[src/bdc_pkg.sv]
// shared types, constants and helpers for the button debounce click classifier
package bdc_pkg;

  localparam int CountWidth = 16;
  localparam int CfgWidth   = 16;
  localparam int CmpWidth   = (CountWidth > CfgWidth) ? CountWidth : CfgWidth;

  localparam logic [CmpWidth-1:0] MinClickTicks = CmpWidth'(50);
  localparam logic [1:0]          TripleClicks  = 2'd3;

  typedef logic [CountWidth-1:0] count_t;
  typedef logic [CfgWidth-1:0]   cfg_word_t;

  typedef enum logic [2:0] {
    EV_NONE   = 3'd0,
    EV_SINGLE = 3'd1,
    EV_DOUBLE = 3'd2,
    EV_TRIPLE = 3'd3,
    EV_LONG   = 3'd4
  } event_t;

  typedef enum logic [1:0] {
    REG_ACTIVE_LOW = 2'd0,
    REG_DEBOUNCE   = 2'd1,
    REG_LONG_PRESS = 2'd2,
    REG_CLICK_GAP  = 2'd3
  } reg_index_t;

  function automatic count_t sat_inc(input count_t v);
    return (v == '1) ? v : v + CountWidth'(1);
  endfunction

  function automatic logic [CmpWidth-1:0] cnt_ext(input count_t v);
    return CmpWidth'(v);
  endfunction

  function automatic logic [CmpWidth-1:0] cfg_ext(input cfg_word_t v);
    return CmpWidth'(v);
  endfunction

endpackage

[src/button_debounce_click_classifier_unit.sv]
// button debouncer with single, double, triple click and long press events
//
//   channel   signals                                    beat
//   sample    sample_valid / sample_ready                raw_level
//   result    result_valid / result_ready                event_code, pressed
//   config    cfg_we, cfg_index, cfg_data                one register write
//
// one beat per cycle while the result side is not stalled: each sample runs through
// the counter and compare logic and lands in the result register.
// a new sample is taken whenever the result register is empty or being drained.
// rst is synchronous: config returns to its defaults and all counters clear.
// a stalled result holds the sample side until it is taken.
module button_debounce_click_classifier_unit (
  input  logic                     clk,
  input  logic                     rst,
  input  logic                     sample_valid,
  output logic                     sample_ready,
  input  logic                     raw_level,
  output logic                     result_valid,
  input  logic                     result_ready,
  output logic [2:0]               event_code,
  output logic                     pressed,
  input  logic                     cfg_we,
  input  logic [1:0]               cfg_index,
  input  logic [bdc_pkg::CfgWidth-1:0] cfg_data
);
  import bdc_pkg::*;

  logic      active_low;
  cfg_word_t debounce_ticks;
  cfg_word_t long_press_ticks;
  cfg_word_t click_gap_ticks;

  logic       last_raw, last_raw_next;
  count_t     settle_count, settle_count_next;
  logic       stable_pressed, stable_pressed_next;
  count_t     hold_count, hold_count_next;
  logic       long_fired, long_fired_next;
  logic [1:0] click_count, click_count_next;
  logic       click_pending, click_pending_next;
  count_t     gap_count, gap_count_next;
  event_t     ev_next;

  logic accept;
  logic raw_pressed;

  assign sample_ready = !result_valid || result_ready;
  assign accept       = sample_valid && sample_ready;
  assign raw_pressed  = raw_level != active_low;

  // config registers
  always_ff @(posedge clk) begin
    if (rst) begin
      active_low       <= 1'b1;
      debounce_ticks   <= CfgWidth'(50);
      long_press_ticks <= CfgWidth'(1000);
      click_gap_ticks  <= CfgWidth'(300);
    end else if (cfg_we) begin
      case (reg_index_t'(cfg_index))
        REG_ACTIVE_LOW: active_low       <= cfg_data[0];
        REG_DEBOUNCE:   debounce_ticks   <= cfg_data;
        REG_LONG_PRESS: long_press_ticks <= cfg_data;
        REG_CLICK_GAP:  click_gap_ticks  <= cfg_data;
        default: ;
      endcase
    end
  end

  // per-sample update
  always_comb begin
    hold_count_next     = sat_inc(hold_count);
    gap_count_next      = sat_inc(gap_count);
    settle_count_next   = (raw_level != last_raw) ? '0 : sat_inc(settle_count);
    last_raw_next       = raw_level;
    stable_pressed_next = stable_pressed;
    long_fired_next     = long_fired;
    click_count_next    = click_count;
    click_pending_next  = click_pending;
    ev_next             = EV_NONE;

    if (cnt_ext(settle_count_next) > cfg_ext(debounce_ticks) &&
        raw_pressed != stable_pressed) begin
      stable_pressed_next = raw_pressed;
      if (raw_pressed) begin
        hold_count_next = '0;
        long_fired_next = 1'b0;
      end else if (!long_fired && cnt_ext(hold_count_next) > MinClickTicks) begin
        click_count_next   = click_count + 2'd1;
        gap_count_next     = '0;
        click_pending_next = 1'b1;
        if (click_count_next >= TripleClicks) begin
          ev_next            = EV_TRIPLE;
          click_count_next   = '0;
          click_pending_next = 1'b0;
        end
      end
    end

    if (stable_pressed_next && !long_fired_next &&
        cnt_ext(hold_count_next) >= cfg_ext(long_press_ticks)) begin
      long_fired_next    = 1'b1;
      ev_next            = EV_LONG;
      click_count_next   = '0;
      click_pending_next = 1'b0;
    end

    if (click_pending_next && !stable_pressed_next &&
        cnt_ext(gap_count_next) > cfg_ext(click_gap_ticks)) begin
      case (click_count_next)
        2'd1:    ev_next = EV_SINGLE;
        2'd2:    ev_next = EV_DOUBLE;
        default: ;
      endcase
      click_count_next   = '0;
      click_pending_next = 1'b0;
    end
  end

  // state and result registers
  always_ff @(posedge clk) begin
    if (rst) begin
      last_raw       <= 1'b1;
      settle_count   <= '0;
      stable_pressed <= 1'b0;
      hold_count     <= '0;
      long_fired     <= 1'b0;
      click_count    <= '0;
      click_pending  <= 1'b0;
      gap_count      <= '0;
      result_valid   <= 1'b0;
    end else begin
      if (accept) begin
        last_raw       <= last_raw_next;
        settle_count   <= settle_count_next;
        stable_pressed <= stable_pressed_next;
        hold_count     <= hold_count_next;
        long_fired     <= long_fired_next;
        click_count    <= click_count_next;
        click_pending  <= click_pending_next;
        gap_count      <= gap_count_next;
        result_valid   <= 1'b1;
      end else if (result_ready) begin
        result_valid <= 1'b0;
      end
    end
  end

  always_ff @(posedge clk) begin
    if (accept) begin
      event_code <= ev_next;
      pressed    <= stable_pressed_next;
    end
  end

endmodule

[config.mk]
export PLATFORM = sky130hd
export DESIGN_NAME = button_debounce_click_classifier_unit
export DESIGN_NICKNAME = d
export VERILOG_FILES = /design/src/bdc_pkg.sv /design/src/button_debounce_click_classifier_unit.sv
export SDC_FILE = /design/constraint.sdc
export NUM_CORES = 1
export LEC_CHECK = 0
export ABC_AREA = 0
export BUFFER_PORTS_ARGS = -buffer_cell sky130_fd_sc_hd__buf_2
export CORE_MARGIN = 2
export CORE_UTILIZATION = 49
export CTS_BUF_LIST = sky130_fd_sc_hd__clkbuf_2 sky130_fd_sc_hd__clkbuf_4 sky130_fd_sc_hd__clkbuf_8
export DETAILED_ROUTE_END_ITERATION = 6
export PLACE_DENSITY = 0.68
export SLEW_MARGIN = 30
export SYNTH_ARGS = -nofsm -noshare
export SYNTH_HDL_FRONTEND = slang
export SYNTH_SLANG_ARGS = --single-unit
[constraint.sdc]
create_clock -name clk -period 6.19 [get_ports clk]
set_input_delay 1.238 -clock clk [delete_from_list [all_inputs] [get_ports clk]]
set_output_delay 1.238 -clock clk [all_outputs]
set_load 0.01 [all_outputs]
==> results.toml <==
[yosys]
avgSynthCellArea_sq_um = 7.605
seq_area_frac_synth_pct = 33.36
syn_nets = 943
ys_ff_latch = 108
yosysWarnings = 0
synth-main-ff-cell = "dfxtp_1"
ys_types = 65
synth_edf_count = 4
synth_cells = 868
async_flop_share_pct = 0
syn_area_sq_mm = 0.006601

[finish]
layout-drive-gt1-share_pct = 10.36
multi_input_area_sq_mm = 0.004084
nFillCells = 1299
nNetsFinal = 958
syn2layout_area_growth_pct = 9.401
final_core_util_pct = 54.75
final_cell_count_no_fill = 1065
regArea_sq_mm = 0.002210

[power]
ir_drop_v = 0.0001226
power_frac_clock_pct = 35.5
power.switching_mw = 0.3658
p_comb_share_pct = 10.9
power_frac_seq_pct = 53.7
powerDensity_mw_per_mm2 = 188.0
p_leak_nw = 2.903
p_sw_share_pct = 26.93
intPower_mw = 0.9923

[critical_path]
path_buf_inv = 1
critPathKind = "reg2reg"
worst_ep_arrival_time_ns = 6.28
reg2reg_depth = 25
cp_max_fo = 5
cp_common_cell = "ha_1"
cp_top_family = "simple AND/OR/NAND/NOR gates"
reg2reg_slack_ns = 0.23
cp.required_ns = 6.51
cp-start-kind = "flip-flop"
cp_slowest_cell = "or4_4"
crit_path_end_kind = "flip-flop"
cp_num_cells = 25
slowest_delay_ns = 0.48

[timing]
layout_min_cycle_time_ns = 5.959
finClkSkew_ns = 0.008427
timing.fmax_mhz = 167.8
relSlewSlack_pct = 49.54
worst_pin_slew_ns = 0.7569
tns_ns = 0
slew_violations = 0
fin_crit_sh_pct = 96.27
layout_setup_ws_ns = 0.2306
hold_slack_ns = 0.4609
setup_viol = 0
hold_viol = 0

[global_routing]
grt_usage_pct = 23.23
grt_pass1_vias = 5395
antenna_found_initial = 1
grt_overflow_total = 0
grt_max_degree = 59
grt_pass1_wl_um = 26910

[clock_tree]
cts_sinks = 108
tritoncts = "yes"
cts_buffers = 9
clk_pin_slew_ns = 0.11
cts-root-buf = "clkbuf_8"
clock_latency_ns = 0.38
clockBufferDepth = 2
htree_levels = 3

[detailed_routing]
ant_nets = 0
drtIter0Drc = 455
finalWirelength_um = 16690
drc_errors = 0
vias = 5972
first_pass_iters = 7
vias_per_cell = 5.608
wl_per_cell_um = 15.67

[worst_hold_path]
timing.hold.worst.class = "reg2reg"
holdPathStages = 2

[placed_design]
dp_hpwl_um = 11740
place_inst = 1042
place_ws_ns = 0.06524
numPortBuffers = 29
gp_congestion = 0.9183

[outcome]
outcome = "complete, no violations"

[flow_run]
maxCapViolations = 0

[floorplanning]
die_h_um = 120.1
core_sq_mm = 0.01319
chipWidth_um = 120.1
initial_core_util_pct = 50.05
row_count = 42
dieArea_sq_mm = 0.01442
io_pins = 30
-- worst min-delay path: stages, from the launching register on --
cell,delay [ns]
dfxtp_1,0.32
nand2_1,0.05
a21oi_1,0.05
-- Yosys cell counts, types with 6 or more instances --
library cell	number	area, sq um
a211o_1	11	96.34
a21o_1	11	82.58
mux2i_1	7	70.07
nor3_1	11	55.05
xor2_1	17	148.9
dfxtp_1	104	2082
and4_1	6	52.55
a21oi_1	97	485.5
a211oi_1	6	45.04
nand4_1	15	93.84
nand2b_1	8	50.05
nand3b_1	13	97.59
and2_1	9	56.30
clkbuf_1	33	123.9
nor2_1	75	281.5
nand3_1	18	90.09
ha_1	51	638.1
or3_1	9	56.30
inv_1	53	198.9
xnor2_1	18	157.7
nand2_1	179	671.9
and3_1	14	87.58
o21ai_0	11	55.05
-- state kept, by name (all words and copies together), names as in the netlist, 2 cells and up --
signal            count
debounce_ticks       16
long_press_ticks     16
gap_count            16
settle_count         16
event_code            3
click_gap_ticks      16
hold_count           16
click_count           2
-- kinds of logic after synthesis --
logic type	synth area share, %
XOR/XNOR	4.644
AND/OR/NAND/NOR	27.35
adder cells (fa/ha/maj)	9.666
multiplexers	1.232
buffers and inverters	5.553
AO/OA/AOI/OAI	18.20
flip-flops	33.36
-- per-layer routing --
layer	routed length [um]	vias up	GRT usage, %
li1	-	3037	-
met1	8275	2788	33.08
met2	7546	131	36.54
met3	652	16	2.614
met4	216	0	7.721
met5	0	-	0
-- metrics by stage --
| step | cell area (sq um) | power, mW |
|---|---|---|
| final | 7222 | 1.358 |
| after floorplan | 6601 | 0.8410 |
| after global placement | 6873 | 0.8865 |
| after global routing | 7222 | 1.415 |
| after detailed placement | 6895 | 0.8902 |
| after CTS | 7116 | 1.365 |
-- placed cells by master (no fill, tap or decap), types with 3 or more instances in the layout --
master	instances
nand4_1	15
a21oi_1	97
or3_1	9
a22oi_1	4
o22ai_1	3
a31o_2	5
o21a_1	5
nor3b_1	5
xnor2_1	18
o31ai_1	3
nand2_1	179
clkbuf_8	12
ha_1	51
buf_4	13
and4_1	4
nand3_1	18
a211oi_1	5
a2bb2oi_1	3
a211o_1	11
o21ai_0	11
nor4_1	3
nand2b_1	8
and2_1	8
nor2b_1	5
o211ai_1	4
nand3b_1	13
buf_2	28
edfxtp_1	4
a21o_1	11
mux2i_1	7
and3_1	13
nor3_1	11
xor2_1	17
dfxtp_1	98
a31oi_1	5
dfxtp_2	6
nor2_1	74
inv_1	53
-- power by group through the flow --
stage               logic (mW)  registers, mW  clock network, mW
floorplan               0.0986          0.742                  0
global route             0.166          0.731              0.517
detailed placement       0.146          0.744                  0
global placement         0.143          0.744                  0
CTS                      0.147          0.728              0.490
finish                   0.147          0.729              0.482
-- final cells by class --
class	count	share of cell area (%)
diodes	1	0.03465
clock buffers	12	2.287
clock inverters	4	0.7623
inverters	54	2.807
multi-input cells	666	56.55
flip-flops and latches	108	30.60
well taps	176	3.049
repair buffers	44	3.915
-- worst paths after layout --
check	start	end
min reg2reg	long_press_ticks[15]$_SDFFE_PP0P_	long_press_ticks[15]$_SDFFE_PP0P_
min	long_press_ticks[15]$_SDFFE_PP0P_	long_press_ticks[15]$_SDFFE_PP0P_
max reg2reg	settle_count[0]$_SDFFE_PP0P_	click_count[0]$_SDFFE_PP0P_
max	settle_count[0]$_SDFFE_PP0P_	click_count[0]$_SDFFE_PP0P_
-- timing repair --
action / CTS / global route
hold buffers: 0 / 0
setup buffers: 0 / 5
setup endpoints to repair: 0 / 5
resized for setup: 0 / 14
No activity file was read; power rests on OpenSTA's default activity.
